`src/hdl/cft_pkg.sv`:
```
`timescale 1ns / 1ps
// ----------------------------------------------------------------------------
// CRC-16 frame transmitter package
// Shared types, register indexes, reset values and the byte-wide CRC update.
// ----------------------------------------------------------------------------
package cft_pkg;

    localparam logic [7:0]  CFG_IDX_PAYLOAD_LENGTH = 8'd0;
    localparam logic [7:0]  CFG_IDX_START_BYTE     = 8'd1;
    localparam logic [7:0]  CFG_IDX_MESSAGE_ID     = 8'd2;
    localparam logic [7:0]  CFG_IDX_END_BYTE       = 8'd3;

    localparam logic [7:0]  RST_PAYLOAD_LENGTH = 8'd32;
    localparam logic [7:0]  RST_START_BYTE     = 8'h55;
    localparam logic [15:0] RST_MESSAGE_ID     = 16'h0001;
    localparam logic [7:0]  RST_END_BYTE       = 8'h0D;

    localparam logic [15:0] CRC_POLY = 16'hA001;
    localparam logic [15:0] CRC_INIT = 16'h0000;
    localparam logic [7:0]  LEN_HI_BYTE = 8'h00;

    typedef enum logic [3:0] {
        STEP_START,
        STEP_ID_HI,
        STEP_ID_LO,
        STEP_LEN_HI,
        STEP_LEN_LO,
        STEP_PAYLOAD,
        STEP_CRC_HI,
        STEP_CRC_LO,
        STEP_END
    } step_t;

    typedef struct packed {
        logic [7:0]  payload_length;
        logic [7:0]  start_byte;
        logic [15:0] message_id;
        logic [7:0]  end_byte;
    } cfg_t;

    typedef struct packed {
        logic       valid;
        logic [7:0] data;
        step_t      step;
        logic       last;
    } seq_t;

    function automatic step_t next_step(input step_t s);
        step_t n;
        case (s)
            STEP_START:   n = STEP_ID_HI;
            STEP_ID_HI:   n = STEP_ID_LO;
            STEP_ID_LO:   n = STEP_LEN_HI;
            STEP_LEN_HI:  n = STEP_LEN_LO;
            STEP_LEN_LO:  n = STEP_PAYLOAD;
            STEP_PAYLOAD: n = STEP_CRC_HI;
            STEP_CRC_HI:  n = STEP_CRC_LO;
            STEP_CRC_LO:  n = STEP_END;
            default:      n = STEP_END;
        endcase
        return n;
    endfunction

    function automatic logic [15:0] crc_byte(input logic [15:0] crc, input logic [7:0] b);
        logic [15:0] c;
        c = crc ^ {8'h00, b};
        for (int k = 0; k < 8; k++) begin
            if (c[0]) begin
                c = (c >> 1) ^ CRC_POLY;
            end else begin
                c = c >> 1;
            end
        end
        return c;
    endfunction

endpackage

```
`src/hdl/cft_cfg_regs.sv`:
```
`timescale 1ns / 1ps
// ----------------------------------------------------------------------------
// Configuration registers
// Holds payload length, start byte, message id and end byte.
// ----------------------------------------------------------------------------
module cft_cfg_regs (
    input  logic          aclk,
    input  logic          aresetn,
    input  logic          cfg_valid,
    output logic          cfg_ready,
    input  logic [7:0]    cfg_index,
    input  logic [15:0]   cfg_data,
    output cft_pkg::cfg_t cfg
);

    cft_pkg::cfg_t cfg_reg;

    assign cfg_ready = 1'b1;
    assign cfg       = cfg_reg;

    always_ff @(posedge aclk) begin
        if (!aresetn) begin
            cfg_reg.payload_length <= cft_pkg::RST_PAYLOAD_LENGTH;
            cfg_reg.start_byte     <= cft_pkg::RST_START_BYTE;
            cfg_reg.message_id     <= cft_pkg::RST_MESSAGE_ID;
            cfg_reg.end_byte       <= cft_pkg::RST_END_BYTE;
        end else if (cfg_valid) begin
            case (cfg_index)
                cft_pkg::CFG_IDX_PAYLOAD_LENGTH: cfg_reg.payload_length <= cfg_data[7:0];
                cft_pkg::CFG_IDX_START_BYTE:     cfg_reg.start_byte     <= cfg_data[7:0];
                cft_pkg::CFG_IDX_MESSAGE_ID:     cfg_reg.message_id     <= cfg_data;
                cft_pkg::CFG_IDX_END_BYTE:       cfg_reg.end_byte       <= cfg_data[7:0];
                default: begin
                end
            endcase
        end
    end

endmodule

```
`src/hdl/cft_sequencer.sv`:
```
`timescale 1ns / 1ps
// ----------------------------------------------------------------------------
// Frame sequencer
// Accepts payload words, decides header and trailer, and steps through the
// frame positions that each accepted word produces.
// ----------------------------------------------------------------------------
module cft_sequencer (
    input  logic          aclk,
    input  logic          aresetn,
    input  logic          s_valid,
    output logic          s_ready,
    input  logic [7:0]    s_payload_byte,
    input  cft_pkg::cfg_t cfg,
    input  logic          advance,
    output cft_pkg::seq_t seq
);

    logic               item_valid_reg;
    logic [7:0]         item_byte_reg;
    logic               item_close_reg;
    cft_pkg::step_t     step_reg;
    logic [7:0]         count_reg;
    logic [7:0]         count_next;

    cft_pkg::step_t     last_step;
    logic               take;
    logic               done;
    logic               accept;
    logic               open_frame;
    logic [8:0]         sent;
    logic               close_frame;

    assign last_step = item_close_reg ? cft_pkg::STEP_END : cft_pkg::STEP_PAYLOAD;
    assign take      = item_valid_reg && advance;
    assign done      = take && (step_reg == last_step);
    assign s_ready   = !item_valid_reg || done;
    assign accept    = s_valid && s_ready;

    assign open_frame  = (count_reg == 8'd0);
    assign sent        = {1'b0, count_reg} + 9'd1;
    assign close_frame = (sent >= {1'b0, cfg.payload_length});
    assign count_next  = close_frame ? 8'd0 : sent[7:0];

    assign seq.valid = item_valid_reg;
    assign seq.data  = item_byte_reg;
    assign seq.step  = step_reg;
    assign seq.last  = (step_reg == last_step);

    always_ff @(posedge aclk) begin
        if (!aresetn) begin
            item_valid_reg <= 1'b0;
            count_reg      <= 8'd0;
            step_reg       <= cft_pkg::STEP_PAYLOAD;
        end else if (accept) begin
            item_valid_reg <= 1'b1;
            count_reg      <= count_next;
            step_reg       <= open_frame ? cft_pkg::STEP_START : cft_pkg::STEP_PAYLOAD;
        end else if (done) begin
            item_valid_reg <= 1'b0;
        end else if (take) begin
            step_reg <= cft_pkg::next_step(step_reg);
        end
    end

    always_ff @(posedge aclk) begin
        if (accept) begin
            item_byte_reg  <= s_payload_byte;
            item_close_reg <= close_frame;
        end
    end

endmodule

```
`src/hdl/cft_emitter.sv`:
```
`timescale 1ns / 1ps
// ----------------------------------------------------------------------------
// Frame byte emitter
// Selects the byte for each frame position, keeps the running CRC and holds
// the output register.
// ----------------------------------------------------------------------------
module cft_emitter (
    input  logic          aclk,
    input  logic          aresetn,
    input  cft_pkg::cfg_t cfg,
    input  cft_pkg::seq_t seq,
    output logic          advance,
    output logic          m_valid,
    input  logic          m_ready,
    output logic [7:0]    m_frame_byte,
    output logic          m_run_last,
    output logic          m_frame_end
);

    logic        m_valid_reg;
    logic [7:0]  byte_reg;
    logic        run_last_reg;
    logic        frame_end_reg;
    logic [15:0] crc_reg;
    logic [15:0] crc_next;
    logic [7:0]  byte_next;

    assign advance      = !m_valid_reg || m_ready;
    assign m_valid      = m_valid_reg;
    assign m_frame_byte = byte_reg;
    assign m_run_last   = run_last_reg;
    assign m_frame_end  = frame_end_reg;

    always_comb begin
        byte_next = seq.data;
        crc_next  = crc_reg;
        case (seq.step)
            cft_pkg::STEP_START:   byte_next = cfg.start_byte;
            cft_pkg::STEP_ID_HI:   byte_next = cfg.message_id[15:8];
            cft_pkg::STEP_ID_LO:   byte_next = cfg.message_id[7:0];
            cft_pkg::STEP_LEN_HI:  byte_next = cft_pkg::LEN_HI_BYTE;
            cft_pkg::STEP_LEN_LO:  byte_next = cfg.payload_length;
            cft_pkg::STEP_PAYLOAD: byte_next = seq.data;
            cft_pkg::STEP_CRC_HI:  byte_next = crc_reg[15:8];
            cft_pkg::STEP_CRC_LO:  byte_next = crc_reg[7:0];
            cft_pkg::STEP_END:     byte_next = cfg.end_byte;
            default:               byte_next = seq.data;
        endcase
        case (seq.step)
            cft_pkg::STEP_CRC_HI,
            cft_pkg::STEP_CRC_LO: crc_next = crc_reg;
            cft_pkg::STEP_END:    crc_next = cft_pkg::CRC_INIT;
            default:              crc_next = cft_pkg::crc_byte(crc_reg, byte_next);
        endcase
    end

    always_ff @(posedge aclk) begin
        if (!aresetn) begin
            m_valid_reg <= 1'b0;
            crc_reg     <= cft_pkg::CRC_INIT;
        end else if (advance) begin
            m_valid_reg <= seq.valid;
            if (seq.valid) begin
                crc_reg <= crc_next;
            end
        end
    end

    always_ff @(posedge aclk) begin
        if (advance && seq.valid) begin
            byte_reg      <= byte_next;
            run_last_reg  <= seq.last;
            frame_end_reg <= (seq.step == cft_pkg::STEP_END);
        end
    end

endmodule

```
`src/hdl/crc16_frame_transmitter.sv`:
```
`timescale 1ns / 1ps
// ----------------------------------------------------------------------------
// CRC-16 frame transmitter
// Wraps payload words into frames with header, CRC-16/ARC and end byte.
// ----------------------------------------------------------------------------
// The first word of an item passes the sequencer item register, then the output register.
// Throughput: one output word per cycle while m_ready is high; an item yields 1, 4, 6
// or 9 words (payload only, with trailer, with header, with both), serialized by the
// single output register.
// Reset clears the frame count, the CRC and both valid flags, and loads the
// configuration registers with their reset values.
module crc16_frame_transmitter (
    input  logic        aclk,
    input  logic        aresetn,
    input  logic        s_valid,
    output logic        s_ready,
    input  logic [7:0]  s_payload_byte,
    output logic        m_valid,
    input  logic        m_ready,
    output logic [7:0]  m_frame_byte,
    output logic        m_run_last,
    output logic        m_frame_end,
    input  logic        cfg_valid,
    output logic        cfg_ready,
    input  logic [7:0]  cfg_index,
    input  logic [15:0] cfg_data
);

    cft_pkg::cfg_t cfg;
    cft_pkg::seq_t seq;
    logic          advance;

    cft_cfg_regs u_cfg_regs (
        .aclk      (aclk),
        .aresetn   (aresetn),
        .cfg_valid (cfg_valid),
        .cfg_ready (cfg_ready),
        .cfg_index (cfg_index),
        .cfg_data  (cfg_data),
        .cfg       (cfg)
    );

    cft_sequencer u_sequencer (
        .aclk           (aclk),
        .aresetn        (aresetn),
        .s_valid        (s_valid),
        .s_ready        (s_ready),
        .s_payload_byte (s_payload_byte),
        .cfg            (cfg),
        .advance        (advance),
        .seq            (seq)
    );

    cft_emitter u_emitter (
        .aclk         (aclk),
        .aresetn      (aresetn),
        .cfg          (cfg),
        .seq          (seq),
        .advance      (advance),
        .m_valid      (m_valid),
        .m_ready      (m_ready),
        .m_frame_byte (m_frame_byte),
        .m_run_last   (m_run_last),
        .m_frame_end  (m_frame_end)
    );

endmodule

```
`config.mk`:
```
export PLATFORM = sky130hd
export DESIGN_NAME = crc16_frame_transmitter
export DESIGN_NICKNAME = d
export VERILOG_FILES = /design/src/hdl/cft_pkg.sv /design/src/hdl/cft_cfg_regs.sv /design/src/hdl/cft_sequencer.sv /design/src/hdl/cft_emitter.sv /design/src/hdl/crc16_frame_transmitter.sv
export SDC_FILE = /design/constraint.sdc
export NUM_CORES = 1
export LEC_CHECK = 0
export ABC_AREA = 0
export BUFFER_PORTS_ARGS = -buffer_cell sky130_fd_sc_hd__buf_2
export CAP_MARGIN = 10
export CELL_PAD_IN_SITES_DETAIL_PLACEMENT = 0
export CELL_PAD_IN_SITES_GLOBAL_PLACEMENT = 2
export CORE_MARGIN = 3
export CORE_UTILIZATION = 30
export DETAILED_ROUTE_END_ITERATION = 10
export GPL_TIMING_DRIVEN = 0
export PLACE_DENSITY = 0.7
export REMOVE_ABC_BUFFERS = 1
export SKIP_CTS_REPAIR_TIMING = 1
export SYNTH_ARGS = -nofsm -noshare
export SYNTH_HDL_FRONTEND = slang
export SYNTH_SLANG_ARGS = --single-unit
```
`constraint.sdc`:
```
create_clock -name aclk -period 3.4 [get_ports aclk]
set_clock_uncertainty 0.1 [all_clocks]
set_input_delay 0.34 -clock aclk [delete_from_list [all_inputs] [get_ports aclk]]
set_output_delay 0.34 -clock aclk [all_outputs]
set_load 0.01 [all_outputs]
```
======== Word level (Yosys, flattened, before mapping) ========
Memory sizes are Yosys's and may differ from the RTL's. A register that Yosys moved wholly into a read port is not among the register bits.
Index checks and enable logic that the tools add are counted.
storage, ports and cells
  register bits after elaboration ......... 89
  bits in latches ......................... 0
  memory bits (writable) .................. 0
  bits in read-only memories .............. 32
  bits of input ports ..................... 37
  output and inout port bits .............. 13
  logic and storage cells ................. 87
  memories kept ........................... 1
cells by class
  add/sub/neg operators ................... 1
  $mul .................................... 0
  div/mod/pow operators ................... 0
  $lt $le $gt $ge ......................... 1
  eq/ne operators ......................... 12
  shift operators ......................... 0
  mux-type cells .......................... 28
  bitwise gates (word level) .............. 10
  reduce and logical (&&, ||, !) cells .... 20
memory list
  name              words  width  rd ports  clocked after Yosys merged registers in  wr ports  RTL line       source
  (name not given)  8      4      1         1                                        0         cft_pkg.sv:50  case (s)
operators with widths
  cell                   count
  $mux W16               15
  $pmux W8 S8            1
  $pmux W16 S2           1
  $not A2 Y3             8
  $mux W4                5
  $eq A8 B2 Y1 const B   2
  $logic_not A8 Y1       2
  $xor A16 B8 Y16        1
  $eq A4 B3 Y1 const B   3
  $reduce_and A2 Y1      5
  $add A8 B1 Y9 const B  1
  $ge A9 B8 Y1           1
  $mux W3                3
  $eq A4 B2 Y1 const B   2
  $eq A8 B1 Y1 const B   1
  $mux W8                1
  $eq A4 B1 Y1 const B   1
  $eq A4 B4 Y1           1
  $eq A4 B4 Y1 const B   1
  $logic_not A4 Y1       1
  $reduce_bool A2 Y1     2
  $logic_and A1 B1 Y1    3
  $reduce_and A3 Y1      1
  $reduce_or A3 Y1       1
  other kinds (6)        9

======== Longest topological paths before layout ========
Gate-level depths: netlist (run 1).
  word-level depth ........................ 27
  mapped depth ............................ 14
  depth with buffers taken out ............ 12

======== Hierarchy ========
A second synthesis (run 1) with hierarchy kept.
second synthesis, totals
  cells, all modules ...................... 531
  area, all modules ....................... 5413.9 um^2
by module, submodules not included
  module         times used  cells an instance  area each (um^2)  seq. area each (um^2)
  cft_emitter    1           214                2316.0            640.6
  cft_cfg_regs   1           161                1621.6            800.8
  cft_sequencer  1           156                1476.4            610.6

======== Least setup slack after synthesis (run 1) ========
No wires, ideal clock.
  path kind ............................... register to register
  start ................................... register u_sequencer.step_reg[0]
  end ..................................... register u_emitter.crc_reg[0]
  library setup time ...................... 0.122 ns
  data arrival time ....................... 2.743 ns
  data required time ...................... 3.178 ns
  setup slack ............................. 0.435 ns
  cell stages (with the launch flop) ...... 11
  buffers on the path ..................... 1
  clock period less this slack ............ 2.965 ns
  cell sequence ........................... dfxtp_1 buf_6 nor4b_4 a31o_2 a21oi_1 o22ai_2 xnor3_1 xnor3_1 xor3_1 and4b_1 a311o_1
between the ends
  longest elaborated chain between the ends .. 20
  elaborated cells between the ends (all ways) .. 36
  classes of those cells .................. eq/ne (7); mux (17); bitwise (9); reduce/logical (3)
ends and longest elaborated chain
  element                                                  RTL line                              source
  start, declared                                          cft_sequencer.sv:21                   cft_pkg::step_t step_reg;
  start signal, assigned                                   cft_sequencer.sv:53                   step_reg <= cft_pkg::STEP_PAYLOAD;
  start signal, assigned                                   cft_sequencer.sv:57                   step_reg <= open_frame ? cft_pkg::STEP_START : cft_pkg::STEP_PAYLOAD;
  start signal, assigned                                   cft_sequencer.sv:61                   step_reg <= cft_pkg::next_step(step_reg);
  $eq A4 B4 Y1 (tied with other cells)                     cft_emitter.sv:37, cft_emitter.sv:49
  $pmux W8 S8                                              cft_emitter.sv:37                     case (seq.step)
  $xor A16 B8 Y16                                          cft_pkg.sv:66                         c = crc ^ {8'h00, b};
  $mux W16 or $not A2 Y3 (tied branches)                   -
  $mux W16 (on tied branches)                              cft_emitter.sv:49, cft_pkg.sv:68
  $mux W16 (tied with other cells)                         cft_pkg.sv:68                         if (c[0]) begin
  $mux W16 (on tied branches)                              cft_emitter.sv:49, cft_pkg.sv:68
  $mux W16 (tied with other cells)                         cft_pkg.sv:68
  (+4 left out)                                            -
  $mux W16 (on tied branches)                              cft_emitter.sv:49, cft_pkg.sv:68
  $mux W16 (tied with other cells)                         cft_pkg.sv:68
  $mux W16 (on tied branches)                              cft_emitter.sv:49, cft_pkg.sv:68
  $not A2 Y3 (no source line) or $mux W16 (tied branches)  -
  $mux W16                                                 cft_pkg.sv:68
  $mux W16                                                 cft_emitter.sv:49                     case (seq.step)
  $mux W16                                                 cft_pkg.sv:68
  $pmux W16 S2                                             cft_emitter.sv:49
  end signal, assigned                                     cft_emitter.sv:60                     crc_reg <= cft_pkg::CRC_INIT;
  end signal, assigned                                     cft_emitter.sv:64                     crc_reg <= crc_next;
  end, declared                                            cft_emitter.sv:24                     logic [15:0] crc_reg;
Parallel ways exist; a longest one is shown, timed or not. The select of a mux whose other input is x is not followed.
A chain may end at the register's enable or synchronous reset.

======== Worst setup path after layout (run 1) ========
  start ................................... register u_sequencer.step_reg[2]
  end ..................................... register u_emitter.crc_reg[0]
Same word-level chain as after synthesis.

==> impl_metrics.yaml, run 1 <==
status:
  status: "complete, no violations"
logic_synthesis:
  synthMuxAreaShare_pct: 9.70
  yosysWarnings: 0
  synthAdderAreaFrac_pct: 3.14
  synth-xor-area-share_pct: 5.61
  synthFlopType: "dfxtp_1"
  synthArstFlopShare_pct: 0
  yosys-top-cells-area: "dfxtp_1 (31%), edfxtp_1 (12%), mux2i_1 (9.2%)"
  ys_seq_area_share_pct: 43.0
  synth_top_family_by_area: "simple AND/OR/NAND/NOR gates"
  syn_inst: 478
  ys_seq_elements: 93
  syn_area_mm2: 0.00477
  yosys.area.top_type: "dfxtp_1"
  yosys.area_share.simple_pct: 18.6
  synth.avg_cell_area_um2: 9.99
  ys_types: 66
  synth_top_area_share_pct: 31.0
  synth_compound_gate_area_share_pct: 15.0
  synth_edf_count: 19
final_layout:
  area_growth_syn_to_layout_pct: 18.9
  final_common_cell: "dfxtp_1"
  final_cell_mix: "dfxtp_1 (70), nor2b_1 (52), buf_2 (48), mux2i_1 (43), nand2_1 (26)"
  drive_gt1_share_pct: 20.3
  fin_cells: 743
  antenna_cells: 0
  fill_cells: 1601
  seqCellArea_mm2: 0.00207
  postLayoutCellArea_mm2: 0.00568
  multiInputGateArea_mm2: 0.00255
  largest_reg_flops: 40
  fin_nets: 576
worst_setup_path:
  worst_setup_path_end_kind: "register"
  cp-start-kind: "register"
  path_buf_inv: 2
  reg2reg_from: "u_sequencer.step_reg[2]"
  crit_required_ns: 3.54
  cp.arrival_ns: 3.39
  crit_top_cell: "xnor3_1"
  slowest_delay_ns: 0.49
  rrSetupSlack_ns: 0.15
  path_class: "reg2reg"
  r2r-end: "u_emitter.crc_reg[0]"
  cpLargestDelayFamily: "XOR/XNOR gates"
  cp_max_fo: 13
  critical_path.cell_chain: "buf_6 > o21a_1 > o22ai_4 > buf_4 > o22ai_2 > xnor3_1 > xnor3_1 > xor3_1 > and4b_1 > a311o_1"
  r2r.worst_path.cells: 10
  slowest_stage: "xnor3_1"
timing:
  setup_slack_ns: 0.148
  fmax_ghz: 0.308
  period_needed_ns: 3.25
  worstMarginPinSlew_ns: 1.21
  drv_slew: 0
  setup-violations-final: 0
  relSlewSlack_pct: 19.6
  rsz0062_at_grt: "no"
  final_hold_viol_count: 0
  worst_hold_slack_ns: 0.0651
  finalCritPeriodShare_pct: 95.6
die:
  ios: 50
  die_y_um: 132
  coreArea_mm2: 0.0154
  die_w_um: 132
  row_count: 45
  die-area_mm2: 0.0175
  initial_core_util_pct: 31.1
global_route:
  grtUsageTotal_pct: 15.0
  grt_pass1_vias: 3500
  globalRouteMet3Util_pct: 4.24
  grt_max_degree: 74
  antenna_found_initial: 0
  grt_overflow_total: 0
  busiest_layer: "met2"
  grt_use_met2_pct: 23.5
  grt_pass1_wl_mm: 20.4
  grt_use_met1_pct: 20.6
pwr:
  power_density_mw_per_mm2: 548
  p_total_w: 0.00311
  p_leak_nw: 2.35
  ir_worst_vdd_v: 0.000246
cts:
  cts_htree_levels: 3
  clk_pin_slew_ns: 0.07
  numCtsBuffers: 9
  clkSinkCount: 93
  cts_buffer_depth: 2
  clk_latency_ns: 0.35
  cts_tree: "yes"
  root_buffer: "clkbuf_16"
place:
  dp_slack_ns: -0.696
  dp_cells: 710
  place_hpwl_mm: 8.71
  globalplace.congestion: 0.776
  io_buffers: 48
  placed_area_mm2: 0.00516
route:
  num_vias: 3655
  drc: 0
  vias_per_cell: 4.92
  drt_first_pass_iters: 4
  totalWireLength_mm: 13.4
  avgRoutedWirePerCell_um: 18.1
  drt.antenna.violating_nets: 0
  drt_iter0_markers: 213
min_path:
  min-delay-start: "s_payload_byte[1]"
  min_path_type: "in2reg"
  whs_endpoint: "u_sequencer.item_byte_reg[1]"
  whs_path_depth: 1
job:
  drv_cap: 0
final cells by class:
| type | instances | area share, % |
|---|---|---|
| inverters | 23 | 1.72 |
| clock inverters | 2 | 0.617 |
| repair buffers | 67 | 7.43 |
| well taps | 211 | 4.65 |
| clock buffers | 14 | 4.30 |
| multi-input cells | 333 | 44.9 |
| flip-flops and latches | 93 | 36.4 |
cells in the mapped netlist (8+ instances only):
library cell and number:
nand3_1 16, and3_1 8, nor2b_1 53, edfxtp_1 19
xor2_1 8, a22oi_1 20, inv_1 23, nor2_1 16
nand2_1 26, a21oi_1 12, o21ai_0 10, xnor2_1 12
mux2i_1 44, dfxtp_1 74, ha_1 12, clkbuf_1 15
worst max path at each step:
stage / start / endpoint / slack (ns) / cells past startpoint
floorplan: u_sequencer.step_reg[3] / u_emitter.crc_reg[0] / 0.16 / 9
global placement: u_sequencer.step_reg[3] / u_emitter.crc_reg[0] / -0.64 / 9
detailed placement: u_sequencer.step_reg[3] / u_emitter.crc_reg[0] / -0.70 / 9
CTS: u_sequencer.step_reg[3] / u_emitter.crc_reg[0] / -0.70 / 9
global route: u_sequencer.step_reg[2] / u_emitter.crc_reg[0] / 0.003 / 10
finish: u_sequencer.step_reg[2] / u_emitter.crc_reg[0] / 0.15 / 10
power breakdown:
part / switching, W / internal (W)
clock: 0.000420 / 0.000571
combinational: 0.000415 / 0.000418
sequential: 0.0000784 / 0.00121
cells by family after synthesis:
logic type,count (synthesis)
mux,46
xor+xnor,24
fa+ha+maj,12
buf+inv,52
flops,93
simple gates,154
other cells,1
compound gates,96
per-layer routing:
metal	wire length, um	vias to the layer above	part of all wire, %
met5	0	-	0
met4	200	0	1.5
met3	498	16	3.7
met2	6200	73	46
met1	6540	1752	49
li1	-	1814	-
metrics by stage:
stage               utilization (%)  setup TNS (ns)
floorplan                         -               0
global placement               33.4           -9.45
detailed placement             33.5           -7.59
CTS                            35.4           -7.88
global route                   36.9               0
finish                         36.9               0
Note: power is estimated with default switching activity, not from simulation.
==> run 2: changes to the inputs <==
Settings changed: CORE_MARGIN 3 to 4.
==> run 2 against run 1 <==
Net effect:
- via count shrank 0.33%
- non-clock buffer count is the same
- sequential cell count unchanged
- wire length down 0.33%
- core utilization is 0.17 points lower
- sequential share of layout area rose by 0.17 points
- critical path type unchanged
- clock power shrank 6.2%
- highest routed layer unchanged
- setup slack better by 0.046 ns
==> impl_metrics.yaml, run 2 (same netlist as run 1, synthesis figures left out) <==
worst_setup_path:
  cp-start-kind: "register"
  worst_setup_path_end_kind: "register"
  path_class: "reg2reg"
  crit_required_ns: 3.53
  cp.arrival_ns: 3.34
  r2r.worst_path.cells: 9
  rrSetupSlack_ns: 0.19
  cp_max_fo: 13
  crit_path_start: "u_sequencer.step_reg[2]"
  reg2reg_from: "u_sequencer.step_reg[2]"
  r2r-end: "u_emitter.crc_reg[0]"
final_layout:
  final_common_cell: "dfxtp_1"
  drive_gt1_share_pct: 19.7
  fin_nets: 576
  largest_reg_flops: 40
  antenna_cells: 0
  area_growth_syn_to_layout_pct: 18.3
  utilization_pct: 36.8
  fill_cells: 1597
  final_cell_mix: "dfxtp_1 (70), nor2b_1 (52), buf_2 (48), mux2i_1 (44), nand2_1 (26)"
timing:
  final_hold_viol_count: 0
  setup-violations-final: 0
  drv_slew: 0
  relSlewSlack_pct: 21.1
  finalCritPeriodShare_pct: 94.3
  period_needed_ns: 3.21
  rsz0062_at_grt: "no"
  worstMarginPinSlew_ns: 1.18
  fmax_ghz: 0.312
cts:
  numCtsBuffers: 9
  cts_tree: "yes"
  cts_buffer_depth: 2
  root_buffer: "clkbuf_16"
  cts_htree_levels: 3
  clk_pin_slew_ns: 0.07
  clkSinkCount: 93
  clk_latency_ns: 0.35
die:
  ios: 50
  coreArea_mm2: 0.0154
  initial_core_util_pct: 31.1
  row_count: 45
  die_w_um: 134
  die_y_um: 134
  die-area_mm2: 0.0180
global_route:
  antenna_found_initial: 0
  grt_max_degree: 74
  grt_overflow_total: 0
  grt_pass1_wl_mm: 20.3
  grtUsageTotal_pct: 14.7
  grt_pass1_vias: 3540
min_path:
  min_path_type: "in2reg"
  whs_path_depth: 1
  whs_endpoint: "u_sequencer.item_byte_reg[0]"
  min-delay-start: "s_payload_byte[0]"
route:
  totalWireLength_mm: 13.4
  drc: 0
  drt_iter0_markers: 220
  drt.antenna.violating_nets: 0
  avgRoutedWirePerCell_um: 18.0
  vias_per_cell: 4.90
  drt_first_pass_iters: 4
  num_vias: 3643
place:
  io_buffers: 48
  place_hpwl_mm: 8.83
  globalplace.congestion: 0.793
pwr:
  p_total_w: 0.00303
  ir_worst_vdd_v: 0.000247
  p_leak_nw: 2.35
  power_density_mw_per_mm2: 537
status:
  status: "complete, no violations"
job:
  drv_cap: 0
## run 2: how the worst max path moves through the flow
stage                                          end  slack (ns)
after floorplan               u_emitter.crc_reg[0]        0.16
after global placement        u_emitter.crc_reg[0]       -0.73
after CTS                     u_emitter.crc_reg[0]       -0.73
after detailed placement      u_emitter.crc_reg[0]       -0.73
after global routing      u_sequencer.count_reg[1]       0.009
final                         u_emitter.crc_reg[0]        0.19
## run 2: critical path, cell delays in order, from the launching register on
cell and delay (ns):
dfxtp_4 0.49, nor2b_4 0.33, a22o_1 0.18, a21oi_1 0.08
a21oi_2 0.31, xnor3_1 0.42, xnor3_1 0.26, xor3_1 0.45
and4b_1 0.20, a311o_1 0.26
## run 2: final cells by class
type	count	area, um^2	area share [%]
Clock buffer	14	254	4.50
Multi-Input combinational cell	333	2530	44.7
Timing Repair Buffer	67	434	7.68
Sequential cell	93	2070	36.6
Clock inverter	2	10.0	0.177
Inverter	23	93.8	1.66
Tap cell	211	264	4.67
## run 2: power breakdown
group          internal, W  switching (W)
clock             0.000515       0.000415
sequential         0.00121      0.0000774
combinational     0.000410       0.000407
total              0.00213       0.000899
## run 2: stage by stage
stage,std cells,setup slack (ns),area [um^2],hold slack [ns],setup TNS [ns]
final,743,0.194,5650,0.0686,0
after CTS,726,-0.733,5420,0.0519,-8.87
after detailed placement,710,-0.728,5160,0.361,-8.78
after floorplan,449,0.164,4630,0.302,0
after global routing,743,0.00929,5650,0.0439,0
after global placement,708,-0.732,5130,0.349,-10.65
## run 2: layer usage
metal / GRT usage [%] / part of all wire [%] / up-vias
met5: 0 / 0 / -
li1: - / - / 1807
met2: 23.1 / 47 / 71
met1: 20.0 / 47 / 1756
met3: 4.28 / 4.4 / 9
met4: 3.45 / 1.3 / 0
